===== config.mk =====
export PLATFORM = sky130hd
export DESIGN_NAME = tac_front
export DESIGN_NICKNAME = d
export VERILOG_FILES = /design/src/design/tac_pkg.sv /design/src/design/tac_front.sv
export SDC_FILE = /design/constraint.sdc
export NUM_CORES = 1
export LEC_CHECK = 0
export BUFFER_PORTS_ARGS = -buffer_cell sky130_fd_sc_hd__buf_2
export CELL_PAD_IN_SITES_DETAIL_PLACEMENT = 1
export CELL_PAD_IN_SITES_GLOBAL_PLACEMENT = 2
export CORE_ASPECT_RATIO = 1.25
export CORE_MARGIN = 5
export CORE_UTILIZATION = 31
export CTS_CLUSTER_DIAMETER = 60
export DETAILED_ROUTE_END_ITERATION = 16
export MAX_ROUTING_LAYER = met4
export PLACE_DENSITY_LB_ADDON = 0.1
export SYNTH_ARGS = -nofsm -noshare
export SYNTH_HDL_FRONTEND = slang
export SYNTH_SLANG_ARGS = --single-unit

===== constraint.sdc =====
create_clock -name clk -period 2.7 [get_ports clk]
set_clock_uncertainty 0.1 [all_clocks]
set_input_delay 0.27 -clock clk [delete_from_list [all_inputs] [get_ports clk]]
set_output_delay 0.27 -clock clk [all_outputs]
set_load 0.05 [all_outputs]

===== src/design/tac_pkg.sv =====
// Shared types, constants and the log2 table for the thermistor temperature converter.
// No dependencies; every other design file uses this package.
`default_nettype none

package tac_pkg;

    // Sample and divider arithmetic.
    localparam int SAMPLE_W = 10;
    localparam logic [SAMPLE_W-1:0] ADC_MAX = 10'd1023;
    localparam int OHM_W = 20;
    localparam int T0_W = 15;
    localparam int BETA_W = 14;
    localparam int PROD_W = 30;
    localparam int LG_W = 21;

    // Result fields.
    localparam int RES_W = 32;
    localparam int TC_W = 17;
    localparam int TF_W = 18;
    localparam int TK_W = 17;
    localparam logic [TK_W-1:0] K_MAX = 17'd77315;
    localparam logic [TK_W-1:0] KELVIN_OFS = 17'd27315;
    localparam logic [TF_W-1:0] FAHRENHEIT_OFS = 18'd45967;

    // Configuration port.
    localparam int CFG_IDX_W = 3;
    localparam int CFG_DATA_W = 20;
    localparam logic [CFG_IDX_W-1:0] REG_FIXED_R = 3'd0;
    localparam logic [CFG_IDX_W-1:0] REG_NOMINAL_R = 3'd1;
    localparam logic [CFG_IDX_W-1:0] REG_NOMINAL_T = 3'd2;
    localparam logic [CFG_IDX_W-1:0] REG_BETA = 3'd3;
    localparam logic [CFG_IDX_W-1:0] REG_WIRING = 3'd4;

    localparam int QUEUE_DEPTH = 4;

    // One classified sample on its way from the front end to the back end.
    typedef struct packed {
        logic                ok;
        logic [SAMPLE_W-1:0] num;
        logic [SAMPLE_W-1:0] den;
    } tac_item_t;

    // round(65536 * log2(1 + i/16)) for i = 0..16.
    function automatic logic [16:0] log2_tab(input logic [4:0] idx);
        logic [16:0] v;
        case (idx)
            5'd0:    v = 17'd0;
            5'd1:    v = 17'd5732;
            5'd2:    v = 17'd11136;
            5'd3:    v = 17'd16248;
            5'd4:    v = 17'd21098;
            5'd5:    v = 17'd25711;
            5'd6:    v = 17'd30109;
            5'd7:    v = 17'd34312;
            5'd8:    v = 17'd38336;
            5'd9:    v = 17'd42196;
            5'd10:   v = 17'd45904;
            5'd11:   v = 17'd49472;
            5'd12:   v = 17'd52911;
            5'd13:   v = 17'd56229;
            5'd14:   v = 17'd59434;
            5'd15:   v = 17'd62534;
            default: v = 17'd65536;
        endcase
        return v;
    endfunction

endpackage

`default_nettype wire


===== src/design/tac_front.sv =====
// Front end: takes a sample, checks its range and picks the divider ratio terms.
// Depends on tac_pkg.
`default_nettype none

module tac_front (
    input  logic                          clk,
    input  logic                          rst_n,
    input  logic                          in_valid,
    output logic                          in_ready,
    input  logic [tac_pkg::SAMPLE_W-1:0]  sample,
    input  logic                          on_bottom,
    output logic                          item_valid,
    input  logic                          item_ready,
    output tac_pkg::tac_item_t            item
);

    logic                      valid_reg;
    tac_pkg::tac_item_t        item_reg;
    tac_pkg::tac_item_t        item_next;
    logic [tac_pkg::SAMPLE_W-1:0] diff;

    assign in_ready = !valid_reg || item_ready;

    always_comb
    begin
        diff = tac_pkg::ADC_MAX - sample;
        item_next.ok = (sample != '0) && (sample < tac_pkg::ADC_MAX);
        item_next.num = on_bottom ? diff : sample;
        item_next.den = on_bottom ? sample : diff;
    end

    always_ff @(posedge clk or negedge rst_n)
    begin
        if (!rst_n)
            valid_reg <= 1'b0;
        else if (in_ready)
            valid_reg <= in_valid;
    end

    always_ff @(posedge clk)
    begin
        if (in_valid && in_ready)
            item_reg <= item_next;
    end

    assign item_valid = valid_reg;
    assign item = item_reg;

endmodule

`default_nettype wire


-- Word level (Yosys, flattened, before mapping)
Cells that the tools add are included.
- add/sub/neg operators: 1
- reduce and logical (&&, ||, !) cells: 5
- muxes and demuxes: 2
- magnitude comparators: 1
- operators by type and width (kind ; count):
    2-to-1 mux 10 bit ; 2
    less-than comparator 10 bit, second input constant ; 1
    nonzero test 10 bit ; 1
    subtractor 10 bit, first input constant ; 1
    logical AND 1 bit ; 2
    logical NOT 1 bit ; 1
    logical OR 1 bit ; 1
- flip-flop bits (word level): 22
- output and inout bits: 23
- logic and storage cells: 13
- bits of input ports: 15

-- Longest topological paths before layout
- depth in word-level cells: 3
- gate-level depth with buffers: 3
- mapped depth without buffers: 3

-- Least setup slack after synthesis
No wires, ideal clock.
- path type: register to register
- from: reg valid_reg (netlist: item_valid)
- to: reg item_reg (netlist bit item[0]), enable pin
- buffers on the path: 0
- library setup time: 0.379 ns
- cell stages (with the launch flop): 3
- slack: 0.530 ns
- arrival time: 1.690 ns
- data required time: 2.221 ns
- period minus slack after synthesis: 2.170 ns
- path through: dfrtp_1 nand2b_1 and2_1
- longest elaborated chain between the ends: 3
- RTL lines (element ; RTL line ; text):
    start: declaration ; tac_front.sv:17 ; logic valid_reg;
    start signal: assignment ; tac_front.sv:37 ; valid_reg <= in_valid;
    logical NOT 1 bit ; tac_front.sv:22 ; assign in_ready = !valid_reg || item_ready;
    logical OR 1 bit ; tac_front.sv:22 ;
    net in_ready ; tac_front.sv:9 ; output logic in_ready,
    logical AND 1 bit ; tac_front.sv:42 ; if (in_valid && in_ready)
    end signal: assignment ; tac_front.sv:43 ; item_reg <= item_next;
    end: declaration ; tac_front.sv:18 ; tac_pkg::tac_item_t item_reg;
The timed path passes the listed nets, and every way through them passes these cells.
A chain may end at the register's enable or synchronous reset.

-- Final worst setup path
- from: reg valid_reg (netlist: item_valid)
- to: reg item_reg (netlist bit item[18]), enable pin
- longest elaborated chain between the ends: 3
- RTL lines (element ; RTL line):
    logical NOT 1 bit ; tac_front.sv:22
    logical OR 1 bit ; tac_front.sv:22
    logical AND 1 bit ; tac_front.sv:42
Every way passes these cells.

==> qor.txt <==
Status - completed
Post-synthesis cell type count - 14
Clock buffer depth - 2
Max reg flops - 21
Syn_nets - 69
Hold Path Class - in2reg
Syn avg cell area - 15.83 um2
Final instance area - 1117 um2
# Post-CTS Setup Buffers - 0
Drt via density - 4.194
Clock power share - 23.2%
Area share of the leading cell type in the synthesized netlist - 73.79%
Initial antenna violation count - 0
Cell count after placement - 124
Worst path arrival time - 1.51 ns
Hpwl dp - 1239 um
GRT Total Usage - 8.340%
Commonest non-fill, non-tap cell in the layout - buf_2
Via count - 541
Synthesis-stage register bit count - 22
Slew Viols, Final - 0
Power Density - 663.6 nW/um2
Sequential area share after synthesis - 76.72%
Routed WL - 1507 um
RSZ-0062 raised after global routing - false
R2R Path End - item[18]
Crit path launch - item_valid
Worst Setup Start Kind - register
Number of I/O port buffers - 37
Clock root buffer master - clkbuf_4
1st-pass router iterations - 4
Fin crit share - 62.14%
Latest clock arrival within the worst-skew pair - 0.29 ns
Initial core utilization - 32.20%
Hold Vio Cnt, Final - 0
Hold Slack - 0.07190 ns
Die width - 56.96 um
Psw - 0.2188 mW
DR WL met2 - 767 um
Final setup fails - 0
Critical path endpoint category - register
Vias in the first global route - 553
Max_cap viols - 0
Max-Slew Margin vs Limit - 40.87%
Hold_buf cts - 1
Fmax - 596.0 MHz
Ant diodes - 0
Setup TNS Final - 0 ns
Setup WS post-layout - 1.022 ns
# H-tree levels - 1
Commonest cells after routing, fill and taps aside - buf_2 (37), edfxtp_1 (21), inv_1 (10)
Final Instance Count excl. Fillers - 129
Post-layout util - 42.10%
CTS tree - built
Sequential Power Share - 55.4%
Pre-CTS setup slack - 1.028 ns
Global-route wire length before repair - 2332 um
Met3 WL - 164 um
Nets - 111
FP Rows - 21
Hold EP - item_valid
Final ANT Viol Nets - 0
Switch share - 29.51%
Reg-to-reg slack, setup - 1.02 ns
Worst Hold Launch - in_valid
Synth warnings - 0
Synth area leaders - edfxtp_1 (74%), xor2_1 (7.2%), inv_1 (4.4%), xnor2_1 (3.1%), dfrtp_1 (2.9%)
Worst hold path depth - 2
Worst slew pin tran - 0.8869 ns
Crit Path Category - reg2reg
Clk sink count - 22
Die area - 3913 um2
Design Power - 0.7414 mW
Reg-to-reg startpoint - item_valid
DP Area - 1071 um2
CTS Buf Count - 3
Period minus WS final - 1.678 ns
Gate power share - 21.4%
Worst path required time - 2.53 ns
Area Growth Syn to Fin - 30.75%
Largest area contributor in the netlist - edfxtp_1
Leak - 0.4810 nW
WL per Instance - 11.68 um
Die height - 68.70 um
DRT met1 WL - 558 um
Synth Instances - 54
Area of the mapped netlist - 854.6 um2
Core Area - 2654 um2
I/O pin cnt - 38
Cts repair resizes - 0
Number of remaining DRC errors - 0
Ratio of cells with drive above 1 in the final layout - 43.16%
P_int - 0.5227 mW
Worst-path clk slew - 0.11 ns
Pin count of the biggest net entering global routing - 22
Grt total ovfl - 0
Top sig layer - met4
Crit-path max FO - 21
Peak supply drop - 237.4 uV
Placer Congestion - 0.7032
DRC violation total after the first TritonRoute iteration - 16
R2R depth - 2
[critical path, stage by stage (launching register included)]
cell and delay, ns:
dfrtp_1 0.39, nand2b_1 0.10, and2_1 0.72
[cell type report]
class	instances	area [um2]
Clock buffer	4	36.28
Inverter	10	37.54
Multi-Input combinational cell	21	150.1
Fill cell	293	1536
Tap cell	34	42.54
Timing Repair Buffer	38	195.2
Sequential cell	22	655.6
[power by group through the flow]
| stage | logic, mW | clock network (mW) | registers (mW) |
|---|---|---|---|
| after global placement | 0.158 | 0 | 0.418 |
| final | 0.158 | 0.172 | 0.411 |
| after detailed placement | 0.159 | 0 | 0.419 |
| after floorplan | 0.0340 | 0 | 0.501 |
| after global routing | 0.168 | 0.203 | 0.413 |
| after CTS | 0.160 | 0.181 | 0.411 |
[cells by family (layout without fill, tap and decap cells)]
kind of cell	count (synthesis)	after routing	synth area share [%]
flops	22	22	76.72
buf+inv	11	52	5.710
simple gates	10	10	6.587
compound gates	1	1	0.7325
xor+xnor	10	10	10.25
[worst max-delay path by stage]
stage                     endpoint  slack [ns]  depth (start not counted)
after floorplan            item[0]        0.53                          2
after global placement    item[19]        1.05                          3
after detailed placement  item[19]        1.03                          3
after CTS                 item[18]        1.02                          2
after global routing      item[20]        0.89                          2
final                     item[18]        1.02                          2
[per-layer routing]
| metal | up-vias | global-route usage (%) |
|---|---|---|
| li1 | 266 | - |
| met1 | 249 | 8.568 |
| met2 | 24 | 14.00 |
| met3 | 2 | 2.607 |
| met4 | 0 | 5.217 |
| met5 | - | - |
[cells in the mapped netlist (all sizes together)]
cell and number:
edfxtp 21, inv 10, xor2 7, xnor2 3, nand2b 2, nand4 2
nor4 2, a31oi 1, and2 1, buf 1, dfrtp 1, nand2 1
nor2 1, nor3 1
Power figures use the tool's default switching activity.
