### src/design/tac_pkg.sv
// Shared types, constants and the log2 table for the thermistor temperature converter.
// No dependencies; every other design file uses this package.
`default_nettype none

package tac_pkg;

    // Sample and divider arithmetic.
    localparam int SAMPLE_W = 10;
    localparam logic [SAMPLE_W-1:0] ADC_MAX = 10'd1023;
    localparam int OHM_W = 20;
    localparam int T0_W = 15;
    localparam int BETA_W = 14;
    localparam int PROD_W = 30;
    localparam int LG_W = 21;

    // Result fields.
    localparam int RES_W = 32;
    localparam int TC_W = 17;
    localparam int TF_W = 18;
    localparam int TK_W = 17;
    localparam logic [TK_W-1:0] K_MAX = 17'd77315;
    localparam logic [TK_W-1:0] KELVIN_OFS = 17'd27315;
    localparam logic [TF_W-1:0] FAHRENHEIT_OFS = 18'd45967;

    // Configuration port.
    localparam int CFG_IDX_W = 3;
    localparam int CFG_DATA_W = 20;
    localparam logic [CFG_IDX_W-1:0] REG_FIXED_R = 3'd0;
    localparam logic [CFG_IDX_W-1:0] REG_NOMINAL_R = 3'd1;
    localparam logic [CFG_IDX_W-1:0] REG_NOMINAL_T = 3'd2;
    localparam logic [CFG_IDX_W-1:0] REG_BETA = 3'd3;
    localparam logic [CFG_IDX_W-1:0] REG_WIRING = 3'd4;

    localparam int QUEUE_DEPTH = 4;

    // One classified sample on its way from the front end to the back end.
    typedef struct packed {
        logic                ok;
        logic [SAMPLE_W-1:0] num;
        logic [SAMPLE_W-1:0] den;
    } tac_item_t;

    // round(65536 * log2(1 + i/16)) for i = 0..16.
    function automatic logic [16:0] log2_tab(input logic [4:0] idx);
        logic [16:0] v;
        case (idx)
            5'd0:    v = 17'd0;
            5'd1:    v = 17'd5732;
            5'd2:    v = 17'd11136;
            5'd3:    v = 17'd16248;
            5'd4:    v = 17'd21098;
            5'd5:    v = 17'd25711;
            5'd6:    v = 17'd30109;
            5'd7:    v = 17'd34312;
            5'd8:    v = 17'd38336;
            5'd9:    v = 17'd42196;
            5'd10:   v = 17'd45904;
            5'd11:   v = 17'd49472;
            5'd12:   v = 17'd52911;
            5'd13:   v = 17'd56229;
            5'd14:   v = 17'd59434;
            5'd15:   v = 17'd62534;
            default: v = 17'd65536;
        endcase
        return v;
    endfunction

endpackage

`default_nettype wire

### src/design/tac_queue.sv
// Small FIFO between the front end and the back end.
// Depends on tac_pkg for the item type.
`default_nettype none

module tac_queue #(
    parameter int DEPTH = tac_pkg::QUEUE_DEPTH
) (
    input  logic               clk,
    input  logic               rst_n,
    input  logic               in_valid,
    output logic               in_ready,
    input  tac_pkg::tac_item_t in_item,
    output logic               out_valid,
    input  logic               out_ready,
    output tac_pkg::tac_item_t out_item
);

    localparam int PTR_W = (DEPTH > 1) ? $clog2(DEPTH) : 1;
    localparam int CNT_W = $clog2(DEPTH + 1);

    tac_pkg::tac_item_t entry_reg [DEPTH];
    logic [PTR_W-1:0] wr_ptr_reg;
    logic [PTR_W-1:0] rd_ptr_reg;
    logic [CNT_W-1:0] count_reg;
    logic             push;
    logic             pop;

    assign in_ready = (count_reg != CNT_W'(DEPTH));
    assign out_valid = (count_reg != '0);
    assign push = in_valid && in_ready;
    assign pop = out_valid && out_ready;
    assign out_item = entry_reg[rd_ptr_reg];

    always_ff @(posedge clk or negedge rst_n)
    begin
        if (!rst_n)
        begin
            wr_ptr_reg <= '0;
            rd_ptr_reg <= '0;
            count_reg <= '0;
        end
        else
        begin
            if (push)
                wr_ptr_reg <= (wr_ptr_reg == PTR_W'(DEPTH - 1)) ? '0 : wr_ptr_reg + 1'b1;
            if (pop)
                rd_ptr_reg <= (rd_ptr_reg == PTR_W'(DEPTH - 1)) ? '0 : rd_ptr_reg + 1'b1;
            if (push && !pop)
                count_reg <= count_reg + 1'b1;
            else if (pop && !push)
                count_reg <= count_reg - 1'b1;
        end
    end

    always_ff @(posedge clk)
    begin
        if (push)
            entry_reg[wr_ptr_reg] <= in_item;
    end

endmodule

`default_nettype wire

### config.mk
export PLATFORM = sky130hd
export DESIGN_NAME = tac_queue
export DESIGN_NICKNAME = d
export VERILOG_FILES = /design/src/design/tac_pkg.sv /design/src/design/tac_queue.sv
export SDC_FILE = /design/constraint.sdc
export NUM_CORES = 1
export LEC_CHECK = 0
export BUFFER_PORTS_ARGS = -buffer_cell sky130_fd_sc_hd__buf_2
export CAP_MARGIN = 20
export CORE_ASPECT_RATIO = 1.4
export CORE_MARGIN = 5
export CORE_UTILIZATION = 40
export DETAILED_ROUTE_END_ITERATION = 7
export PLACE_DENSITY = 0.66
export SLEW_MARGIN = 20
export SYNTH_ARGS = -nofsm -noshare
export SYNTH_HDL_FRONTEND = slang
export SYNTH_SLANG_ARGS = --single-unit
### constraint.sdc
create_clock -name clk -period 2.4 [get_ports clk]
set_input_delay 0.24 -clock clk [delete_from_list [all_inputs] [get_ports clk]]
set_output_delay 0.24 -clock clk [all_outputs]
set_load 0.01 [all_outputs]
# ---- After elaboration in Yosys (flattened, before gate mapping)
# Memories as Yosys holds them, arrays and structs flattened.
# Index checks and enable logic that the tools add are counted.
dict set report totals {
  reg_bits 7
  ram_bits 84
  inputBits 25
  out_inout_bits 23
  wordCells 25
  n_memories 1
}
dict set report classes {
  n_addsub 4
  n_eq_ne 3
  mux 6
  reduce_logical 8
}
# name words width read_ports rd_ports_with_merged_regs write_ports line_no
set mem_list {}
lappend mem_list {entry_reg 4 21 1 0 1 tac_queue.sv:21} ;# tac_pkg::tac_item_t entry_reg [DEPTH];
# cell count
set op_table {}
lappend op_table {{$mux 3} 2}
lappend op_table {{$add 2x1->2 const B} 2}
lappend op_table {{$eq 2x2->1 const B} 2}
lappend op_table {{$logic_and 1x1->1} 4}
lappend op_table {{$mux 2} 2}
lappend op_table {{$add 3x1->3 const B} 1}
lappend op_table {{$ne 3x3->1 const B} 1}
lappend op_table {{$reduce_bool 3->1} 1}
lappend op_table {{$sub 3x1->3 const B} 1}
lappend op_table {{$logic_not 1->1} 2}
lappend op_table {{$mux 1} 2}
lappend op_table {{$reduce_bool 2->1} 1}

# ---- Depth between registers and ports, before layout
# Gate-level depths: netlist (run 1).
dict set report depth {
  word_depth 6
  depth_mapped 8
  mapped_depth_nobuf 8
}

# ---- Worst setup path after synthesis (run 1)
# No wires, ideal clock.
dict set report synth_path {
  kind {register to register}
  start {reg count_reg[1]}
  end {reg count_reg[2]}
  setup_time_ps 79
  arrival_time_ps 1873
  t_required_ps 2321
  setup_slack_ps 448
  path_stages_with_launch 9
  path_buffers 0
  synth_period_minus_slack_ps 1952
  cell_sequence {dfrtp_1 or3_4 nand2_2 ha_1 inv_1 fa_1 xor2_1 nor2_1 xor2_1}
}
dict set report synth_via {
  elab_chain_cells 5
  elab_cells_between_ends 13
  cone_classes {add/sub: 2; eq/ne: 1; mux: 2; reduce/logical: 8}
}
# element line_no
set synth_rtl {}
lappend synth_rtl {{start: declaration} tac_queue.sv:24} ;# logic [CNT_W-1:0] count_reg;
lappend synth_rtl {{start signal: assignment} tac_queue.sv:49} ;# count_reg <= count_reg + 1'b1;
lappend synth_rtl {{start signal: assignment} tac_queue.sv:51} ;# count_reg <= count_reg - 1'b1;
lappend synth_rtl {{$reduce_bool 3->1 *} tac_queue.sv:29} ;# assign out_valid = (count_reg != '0);
lappend synth_rtl {{named net out_valid} tac_queue.sv:13} ;# output logic out_valid,
lappend synth_rtl {{$logic_and 1x1->1 *} tac_queue.sv:31} ;# assign pop = out_valid && out_ready;
lappend synth_rtl {{$logic_not 1->1} tac_queue.sv:48} ;# if (push && !pop)
lappend synth_rtl {{$logic_and 1x1->1} tac_queue.sv:48}
lappend synth_rtl {{$mux 3 / $reduce_bool 2->1 (equally long branches)} -}
# Mark *: on every way through the listed nets, which the timed path passes. The rest lies on a longest branch. The select of a mux whose other input is x is not followed.
# A chain may end at the register's enable or synchronous reset.

# ---- Final worst setup path (run 1)
dict set report layout_path {
  start {reg count_reg[1]}
  end {reg count_reg[2]}
}
dict set report layout_via {
  elab_chain_cells 5
  elab_cells_between_ends 13
  cone_classes {add/sub: 2; eq/ne: 1; mux: 2; reduce/logical: 8}
}
# element
set layout_rtl {}
lappend layout_rtl {{parallel branches: the longest is 5 deep, another holds $sub 3x1->3}}
# Several ways; the timed one is not identified. The select of a mux whose other input is x is not followed.

==> run summary, run 1 <==
Initial Util -> 41.0%
Area Overhead vs Synth -> 18.9%
PD cells -> 1190 nW/um2
CTS tree -> done
I/O pins -> 48
share of the synthesized area in the top cell type -> 72.0%
DP Worst Slack -> 361 ps
Worst-path clk slew -> 60 ps
Avg Synthesized Cell Area -> 23.8 um2
Yosys Warn Count -> 0
Num CTS Buffers -> 9
Overall Global Routing Usage -> 11.5%
Critical Path RT -> 2650 ps
clk buf depth -> 2
FFs w/ async S/R, synth -> 7.69%
Die Area -> 10,800 um2
PortBufs -> 47
top_reg_cell synth -> edfxtp_1
NumNets Final -> 244
Hold Path Class -> input pin to flip-flop
Cells after Synth -> 147
Yosys cell types -> 19
leading cell type by number of instances after synthesis -> edfxtp_1
largest net degree at the start of global routing -> 17
initial antenna violation count -> 0
CTS sink cnt -> 91
# rows -> 40
Root Driver -> clkbuf_16
Routed WL per cell -> 17.1 um
share of layout cells above drive strength 1 -> 44.4%
minimum clock period -> 2050 ps
Tcrit/Tclk final -> 85.3%
Worst-Skew Late Latency -> 320 ps
static leakage -> 1.50 nW
# DRC -> 0
global-route wire length before repair -> 8830 um
CP Launch Type -> flip-flop
gp weighted congestion -> 0.711
Die Wd -> 89.1 um
final setup skew -> 2.44 ps
flip-flop and latch area -> 2700 um2
flops & latches, synth -> 91
vias in the first global route -> 1,714
Core Region -> 8560 um2
critical path data arrival time -> 2290 ps
Final Slew Violations -> 0
crit path kind -> flip-flop to flip-flop
DIE HEIGHT -> 121 um
DRT iter0 DRCs -> 67
first drt pass iteration count -> 3
Detail Route Antenna Nets -> 0
dpl hpwl -> 3840 um
top post-synthesis cells by count -> 84 x edfxtp_1, 18 x mux4_2, 7 x dfrtp_1
Max Cap Viol -> 0
drt total wl -> 5490 um
area of the multi-input gates -> 734 um2
final setup TNS -> 0 ps
vias per cell -> 4.93
max_slew headroom -> 73.5%
top cell type by total area after synthesis -> edfxtp_1
Max Fanout on Critical Path -> 4
Final setup viols -> 0
status -> finished, final reports clean
Mapped Nets -> 179
RSZ-0062 raised after global routing -> no
H-tree level count -> 3
grt total ovfl -> 0
measured slew at the worst slew-check pin -> 398 ps
Seq/Total Area, Yosys -> 77.0%
final-report hold violation count -> 0
final-layout fill cell count -> 711
Synth Cell Area -> 3500 um2
fin worst setup slack -> 353 ps
max reg flops -> 84
Post-synth EDFFs -> 84
f_max -> 489 MHz
antenna diode count -> 0
Worst setup EP type -> flip-flop
routed vias -> 1,584
top cells by area, synth -> edfxtp_1 72%, mux4_2 12%, dfrtp_1 5.0%, mux4_1 2.2%, ha_1 2.1%
VDD IR max -> 0.577 mV
[area by class of cell]
cell class | count | share of cell area (%)
clock buffers | 11 | 5.59
flip-flops and latches | 91 | 64.7
repair buffers | 59 | 8.17
clock inverters | 4 | 0.450
multi-input cells | 48 | 17.6
inverters | 3 | 0.270
well taps | 105 | 3.15
[cells in the final DEF, fill, tap and decap left out, drive strengths merged]
cell / n
clkinv: 4
dlygate4sd3: 1
nor2: 4
clkbuf: 11
xor2: 2
mux2: 5
xnor2: 1
mux4: 21
and2: 4
ha: 6
nand2: 2
inv: 3
fa: 1
dfrtp: 7
edfxtp: 84
a21boi: 1
buf: 58
or3: 1
[power breakdown]
group	leakage, nW	internal [W]	switching [W]
combinational	0.521	0.000784	0.000768
sequential	0.852	0.00211	0.000134
clock	0.127	0.000686	0.000495
total	1.50	0.00358	0.00140
[worst max-delay path, cell delays in order (launching register included)]
cell     delay (ps)
dfrtp_1         420
or3_4           410
nand2_2         110
ha_1            200
inv_1            70
fa_1            370
xor2_1          150
nor2_1          110
xor2_1          150
[per-layer routing]
layer / vias up / track usage (%) / part of all wire, %
met5: - / 0 / 0
met4: 0 / 5.03 / 1.7
met3: 5 / 3.41 / 4.2
met2: 27 / 19.6 / 56
met1: 817 / 13.0 / 38
li1: 735 / - / -
[final timing paths]
check | from | end | slack, ps | cells past startpoint
min | in_item[14] | entry_reg[1][14]$_DFFE_PP_ | 130 | 1
max | count_reg[1]$_DFFE_PN0P_ | count_reg[2]$_DFFE_PN0P_ | 350 | 8
min in group asynchronous | rst_n | count_reg[2]$_DFFE_PN0P_ | 280 | 2
max reg2reg | count_reg[1]$_DFFE_PN0P_ | count_reg[2]$_DFFE_PN0P_ | 350 | 8
min reg2reg | count_reg[2]$_DFFE_PN0P_ | count_reg[2]$_DFFE_PN0P_ | 530 | 1
max in group asynchronous | rst_n | wr_ptr_reg[1]$_DFFE_PN0P_ | 1970 | 2
[kinds of logic (layout without fill, tap and decap cells)]
| family | Yosys count | in the layout | share of synthesized area [%] |
|---|---|---|---|
| multiplexers | 26 | 26 | 15.4 |
| flip-flops | 91 | 91 | 77.0 |
| XOR/XNOR | 3 | 3 | 0.750 |
| AND/OR/NAND/NOR | 11 | 11 | 1.75 |
| AO/OA/AOI/OAI | 1 | 1 | 0.321 |
| adder cells (fa/ha/maj) | 7 | 7 | 2.71 |
| buffers and inverters | 8 | 77 | 2.07 |
[timing repair]
action                                  CTS  global route
endpoints found under the setup margin    0             0
gates resized for setup                   0             0
setup buffers                             0             0
hold buffers                              1             0
endpoints found under the hold margin     7             0
[per-stage QoR]
| step | area, um2 | power (W) | instances | utilization, % | hold slack, ps |
|---|---|---|---|---|---|
| after floorplan | 3500 | 0.00335 | 147 | - | -55.6 |
| after global placement | 3910 | 0.00388 | 305 | 45.6 | 84.5 |
| after detailed placement | 3910 | 0.00390 | 305 | 45.6 | 84.9 |
| after CTS | 4170 | 0.00508 | 321 | 48.7 | 119 |
| after global routing | 4170 | 0.00529 | 321 | 48.7 | 120 |
| final | 4170 | 0.00498 | 321 | 48.7 | 129 |
Power figures use the tool's default switching activity.
==> inputs of run 2 (changes only) <==
--- a/config.mk
+++ b/config.mk
@@ -11,7 +11,8 @@
 export CORE_MARGIN = 5
 export CORE_UTILIZATION = 40
 export DETAILED_ROUTE_END_ITERATION = 7
-export PLACE_DENSITY = 0.66
+export PLACE_DENSITY = 0.6
+export REMOVE_ABC_BUFFERS = 1
 export SLEW_MARGIN = 20
 export SYNTH_ARGS = -nofsm -noshare
 export SYNTH_HDL_FRONTEND = slang
==> run 2 against run 1 <==
Critical path depth unchanged. Routed wire length up 3.9%. Die area unchanged. Clock skew up 2.7 ps. Count of clock-buffer cells in the layout down 2. Non-clock buffer count down 3. Register-to-register slack better by 30 ps. Final cell count down 0.62%. Via count down 0.63%. Worst hold slack worse by 8.0 ps. First-iteration DRC count up 48%. Sequential share of layout area down 0.29 points. Critical path type unchanged. Largest power group unchanged.
==> run summary, run 2 (synthesis gave the netlist of run 1 again) <==
Final Slew Violations -> 0 (unchanged)
static leakage -> 1.50 nW (about the same)
RSZ-0062 raised after global routing -> no
DRT iter0 DRCs -> 99 (+48%)
CP Launch Type -> flip-flop
clk buf depth -> 2 (unchanged)
f_max -> 495 MHz (+1.4%)
Critical Path Most Common Cell -> xor2_1
core occupancy in the finished layout -> 48.9% (+0.22 points)
VDD IR max -> 0.590 mV (+2.2%)
Final setup viols -> 0 (unchanged)
critical path's largest stage delay -> 420 ps (about the same)
Worst setup EP type -> flip-flop
max_slew headroom -> 78.7% (+5.2 points)
Tcrit/Tclk final -> 84.1% (-1.2 points)
vias in the first global route -> 1,677 (-2.2%)
initial antenna violation count -> 0 (unchanged)
PortBufs -> 47 (unchanged)
status -> finished, final reports clean
Overall Global Routing Usage -> 11.8% (+0.26 points)
fin cells -> 319 (-0.62%)
Detail Route Antenna Nets -> 0 (unchanged)
Num CTS Buffers -> 9 (unchanged)
DP Worst Slack -> 379 ps (+18.4 ps)
gp weighted congestion -> 0.678 (-4.6%)
# DRC -> 0 (unchanged)
# rows -> 40 (unchanged)
Max Cap Viol -> 0 (unchanged)
Die Area -> 10,800 um2 (unchanged)
Hold Path Class -> input pin to flip-flop
Reg power frac -> 43.4% (-1.7 points)
minimum clock period -> 2020 ps (-27.7 ps)
placed cell area -> 3880 um2 (-0.58%)
routed vias -> 1,574 (-0.63%)
grt total ovfl -> 0 (unchanged)
critical path, cell by cell -> or3_4, nand2_2, ha_1, inv_1, fa_1, xor2_1, nor2_1, xor2_1
Worst-path clk slew -> 60 ps (about the same)
CTS tree -> done
final setup TNS -> 0 ps (unchanged)
drt total wl -> 5700 um (+3.9%)
PD cells -> 1230 nW/um2 (+2.8%)
CTS sink cnt -> 91 (unchanged)
share of layout cells above drive strength 1 -> 44.4% (-0.052 points)
fin worst setup slack -> 381 ps (+27.7 ps)
Die Wd -> 89.1 um (unchanged)
H-tree level count -> 3 (unchanged)
Area Overhead vs Synth -> 19.4%
final instance area -> 4190 um2 (+0.45%)
commonest non-fill, non-tap cells in the layout -> 84 x edfxtp_1, 47 x buf_2, 18 x mux4_2
final setup skew -> 5.10 ps (+2.66 ps)
CTS resizes -> 0 (unchanged)
crit path kind -> flip-flop to flip-flop
Root Driver -> clkbuf_16
dpl cells -> 302 (-0.98%)
first drt pass iteration count -> 4 (+1)
Internal -> 0.00368 W (+2.8%)
dpl hpwl -> 3760 um (-1.9%)
Initial Util -> 41.0% (unchanged)
DIE HEIGHT -> 121 um (unchanged)
global-route wire length before repair -> 9070 um (+2.7%)
measured slew at the worst slew-check pin -> 320 ps (-77.6 ps)
leading cell type in the layout, fill and taps excluded -> edfxtp_1
vias per cell -> 4.93 (about the same)
slowest CP cell -> dfrtp_1
critical path data arrival time -> 2280 ps (about the same)
Comb power frac -> 30.1% (-1.1 points)
Net Sw Power -> 0.00146 W (+4.6%)
max reg flops -> 84 (unchanged)
Critical Path RT -> 2660 ps (about the same)
Routed WL per cell -> 17.9 um (+4.6%)
largest net degree at the start of global routing -> 22 (+5)
Core Region -> 8560 um2 (unchanged)
final-report hold violation count -> 0 (unchanged)
I/O pins -> 48 (unchanged)
antenna diode count -> 0 (unchanged)
switch share -> 28.4% (+0.35 points)
Max Fanout on Critical Path -> 4 (unchanged)
Worst-Skew Late Latency -> 330 ps (about the same)
NumNets Final -> 241 (-1.2%)
clock share of power -> 26.5% (+2.8 points)
-- run 2: power by group through the flow --
stage                     Combinational (W)  Clock [W]  Sequential, W
after floorplan                    0.000890          0        0.00235
after global placement              0.00160          0        0.00226
after detailed placement            0.00160          0        0.00227
after CTS                           0.00161    0.00140        0.00224
after global routing                0.00171    0.00147        0.00227
final                               0.00155    0.00136        0.00223
-- run 2: layer usage --
metal,up-vias,wire length (um),track usage (%)
met5,-,0,0
met4,0,117,5.59
met3,10,303,3.82
met2,37,3080,19.2
met1,798,2200,13.8
li1,729,-,-
-- run 2: cell type report --
class / count / area (um2)
fillers: 695 / 4370
flip-flops and latches: 91 / 2700
multi-input cells: 48 / 734
repair buffers: 56 / 318
clock buffers: 9 / 225
well taps: 105 / 131
clock inverters: 7 / 67.6
inverters: 3 / 11.3
-- run 2: final timing paths --
path | start | endpoint | slack, ps | cells past startpoint
max in group asynchronous | rst_n | rd_ptr_reg[0]$_DFFE_PN0P_ | 1980 | 2
max reg2reg | count_reg[1]$_DFFE_PN0P_ | count_reg[2]$_DFFE_PN0P_ | 380 | 8
min in group asynchronous | rst_n | count_reg[2]$_DFFE_PN0P_ | 260 | 2
min reg2reg | rd_ptr_reg[1]$_DFFE_PN0P_ | rd_ptr_reg[1]$_DFFE_PN0P_ | 540 | 1
min | in_item[8] | entry_reg[3][8]$_DFFE_PP_ | 120 | 1
max | count_reg[1]$_DFFE_PN0P_ | count_reg[2]$_DFFE_PN0P_ | 380 | 8
-- run 2: timing repair --
| action | 4_1_cts | 5_1_grt |
|---|---|---|
| endpoints found under the hold margin | 7 | 0 |
| buffers inserted | 0 | 0 |
| hold buffers | 1 | 0 |
-- run 2: critical path, delay by kind of cell, from the launching register on --
| kind | cells | cell delay (ps) |
|---|---|---|
| XOR/XNOR | 2 | 310 |
| buffers and inverters | 1 | 60 |
| adder cells (fa/ha/maj) | 2 | 550 |
| flip-flops | 1 | 420 |
| AND/OR/NAND/NOR | 3 | 610 |
-- run 2: per-stage QoR --
step	hold slack, ps	total power, W
after floorplan	-55.6	0.00324
after global placement	86.5	0.00386
after detailed placement	84.2	0.00387
after CTS	103	0.00524
after global routing	111	0.00545
final	121	0.00514
==> inputs of run 3 (changes only) <==
--- a/config.mk
+++ b/config.mk
@@ -11,7 +11,7 @@
 export CORE_MARGIN = 5
 export CORE_UTILIZATION = 40
 export DETAILED_ROUTE_END_ITERATION = 7
-export PLACE_DENSITY = 0.6
+export PLACE_DENSITY = 0.62
 export REMOVE_ABC_BUFFERS = 1
 export SLEW_MARGIN = 20
 export SYNTH_ARGS = -nofsm -noshare
==> constraint.sdc (replaced) <==
create_clock -name clk -period 1.7 [get_ports clk]
set_input_delay 0.17 -clock clk [delete_from_list [all_inputs] [get_ports clk]]
set_output_delay 0.17 -clock clk [all_outputs]
set_load 0.01 [all_outputs]
==> run 3 against run 2 <==
The run now ends with setup timing left. Critical path depth fell by 2. Die area unchanged. Count of clock-buffer cells in the layout rose by 1. Worst hold slack worse by 75 ps. Critical endpoint is now count_reg[1]$_DFFE_PN0P_. Largest power group unchanged.
==> run summary, run 3 (synthesis gave the netlist of run 1 again) <==
status -> complete, but fails checks
failing checks -> setup timing
largest net degree at the start of global routing -> 19 (-14%)
grt met1 use -> 14.0% (+0.24 points)
r2r startpoint -> count_reg[0]$_DFFE_PN0P_
Die Area -> 10,800 um2 (unchanged)
CP delay by family, top -> adder cells
GRT Max-Usage Layer -> met2
fin worst setup slack -> -125 ps (-506 ps)
NumNets Final -> 255 (+5.8%)
initial antenna violation count -> 0 (unchanged)
leading cell type in the layout, fill and taps excluded -> edfxtp_1
Worst-Skew Late Latency -> 330 ps (about the same)
final setup skew -> 4.07 ps (-1.03 ps)
max_slew headroom -> 77.8% (-0.86 points)
first drt pass iteration count -> 4 (unchanged)
Overall Global Routing Usage -> 12.2% (+0.50 points)
global-route wire length before repair -> 9440 um (+4.1%)
critical path's largest stage delay -> 410 ps (about the same)
Final setup viols -> 23 (+23)
share of layout cells above drive strength 1 -> 51.8% (+7.4 points)
RSZ-0062 raised after global routing -> yes
gp weighted congestion -> 0.663 (-2.2%)
f_max -> 548 MHz (+11%)
antenna diode count -> 0 (unchanged)
final instance area -> 4510 um2 (+7.7%)
final-report hold violation count -> 0 (unchanged)
Critical Path RT -> 1920 ps (-740 ps)
Worst Hold Depth -> 1 (unchanged)
placed cell area -> 4020 um2 (+3.6%)
Tcrit/Tclk final -> 107% (+23 points)
DIE HEIGHT -> 121 um (unchanged)
Max Fanout on Critical Path -> 2 (-2)
routed vias -> 1,628 (+3.4%)
PortBufs -> 47 (unchanged)
Core Region -> 8560 um2 (unchanged)
PD cells -> 1820 nW/um2 (+48%)
final-layout fill cell count -> 694 (-0.14%)
Worst setup EP type -> flip-flop
vias in the first global route -> 1,781 (+6.2%)
vias per cell -> 4.89 (-0.92%)
grt total ovfl -> 0 (unchanged)
# rows -> 40 (unchanged)
total power -> 0.00820 W (+59%)
Detail Route Antenna Nets -> 0 (unchanged)
CP Launch Type -> flip-flop
Num CTS Buffers -> 9 (unchanged)
Bufs and invs on worst path -> 1 (unchanged)
crit path kind -> flip-flop to flip-flop
minimum clock period -> 1820 ps (-194 ps)
Worst-path clk slew -> 60 ps (about the same)
clk buf depth -> 2 (unchanged)
dpl hpwl -> 3970 um (+5.4%)
# DRC -> 0 (unchanged)
Root Driver -> clkbuf_16
critical path, cell by cell -> or3_4, nand2_4, ha_4, inv_2, fa_2, mux2_4
flip-flop and latch area -> 2700 um2 (about the same)
VDD IR max -> 0.855 mV (+45%)
CTS tree -> done
drt total wl -> 5870 um (+2.9%)
I/O pins -> 48 (unchanged)
Final Slew Violations -> 0 (unchanged)
hold_ws -> 45.2 ps (-75.4 ps)
core occupancy in the finished layout -> 52.7% (+3.8 points)
commonest non-fill, non-tap cells in the layout -> 84 x edfxtp_1, 31 x buf_2, 21 x mux4_2
Die Wd -> 89.1 um (unchanged)
slowest CP cell -> or3_4
critical path data arrival time -> 2040 ps (-240 ps)
Worst Setup SP -> count_reg[0]$_DFFE_PN0P_
Initial Util -> 41.0% (unchanged)
H-tree level count -> 3 (unchanged)
Max Cap Viol -> 0 (unchanged)
CTS sink cnt -> 91 (unchanged)
Hold Path Class -> input pin to flip-flop
met2 Track Usage GR -> 20.2% (+1.1 points)
Routed WL per cell -> 17.6 um (-1.4%)
Hold Path Origin -> in_item[11]
measured slew at the worst slew-check pin -> 333 ps (+12.9 ps)
area of the multi-input gates -> 754 um2 (+2.7%)
Critical Path Stages -> 6 (-2)
final setup TNS -> -1390 ps (-1390 ps)
max reg flops -> 84 (unchanged)
met3 Track Usage GR -> 4.50% (+0.68 points)
DRT iter0 DRCs -> 118 (+19%)
static leakage -> 1.62 nW (+8.5%)
Worst R2R Path Depth -> 6 (-2)
Area Overhead vs Synth -> 28.6%
run 3: cell types whose count changed in the layout (fill, tap and decap cells not counted), moves of 2 or more:
cell      before  now
buf_12         1    5
buf_2         47   31
buf_4          7   13
buf_6          0   19
clkinv_1       2    0
mux4_1         3    0
mux4_2        18   21
run 3: final cells by class:
cell class                 instances  area share (%)
tap                              105            2.92
timing repair buffer              70            13.1
sequential                        91            59.9
clock inverter                     6            2.00
inverter                           3           0.250
clock buffer                      10            5.08
multi-input combinational         48            16.7
run 3: where the power goes:
part,internal [W],switching (W),total (W)
Sequential,0.00298,0.000178,0.00316
Combinational,0.00169,0.00127,0.00296
Clock,0.00129,0.000786,0.00207
run 3: repair_timing:
item | CTS | global route
pin swaps | 4 | 1
buffers inserted | 1 | 1
resized for setup | 22 | 12
hold endpoints to repair | 7 | 0
hold buffers | 1 | 0
setup endpoints to repair | 23 | 28
run 3: final timing paths:
path,endpoint,slack (ps)
worst max-delay path,count_reg[1]$_DFFE_PN0P_,-120
worst min-delay path,entry_reg[1][11]$_DFFE_PP_,50
worst max register to register,count_reg[1]$_DFFE_PN0P_,-120
max in group asynchronous,rd_ptr_reg[0]$_DFFE_PN0P_,1320
min in group asynchronous,wr_ptr_reg[0]$_DFFE_PN0P_,200
worst min register to register,wr_ptr_reg[1]$_DFFE_PN0P_,570
run 3: stage by stage:
step	cells	setup slack (ps)
global route	333	-230
floorplan	142	-252
global placement	314	-191
detailed placement	314	-209
finish	333	-125
CTS	332	-134
run 3: routing by layer:
layer	part of all wire (%)	wire, um
met1	38	2220
met5	0	0
met2	54	3170
met3	6.0	352
met4	2.1	121
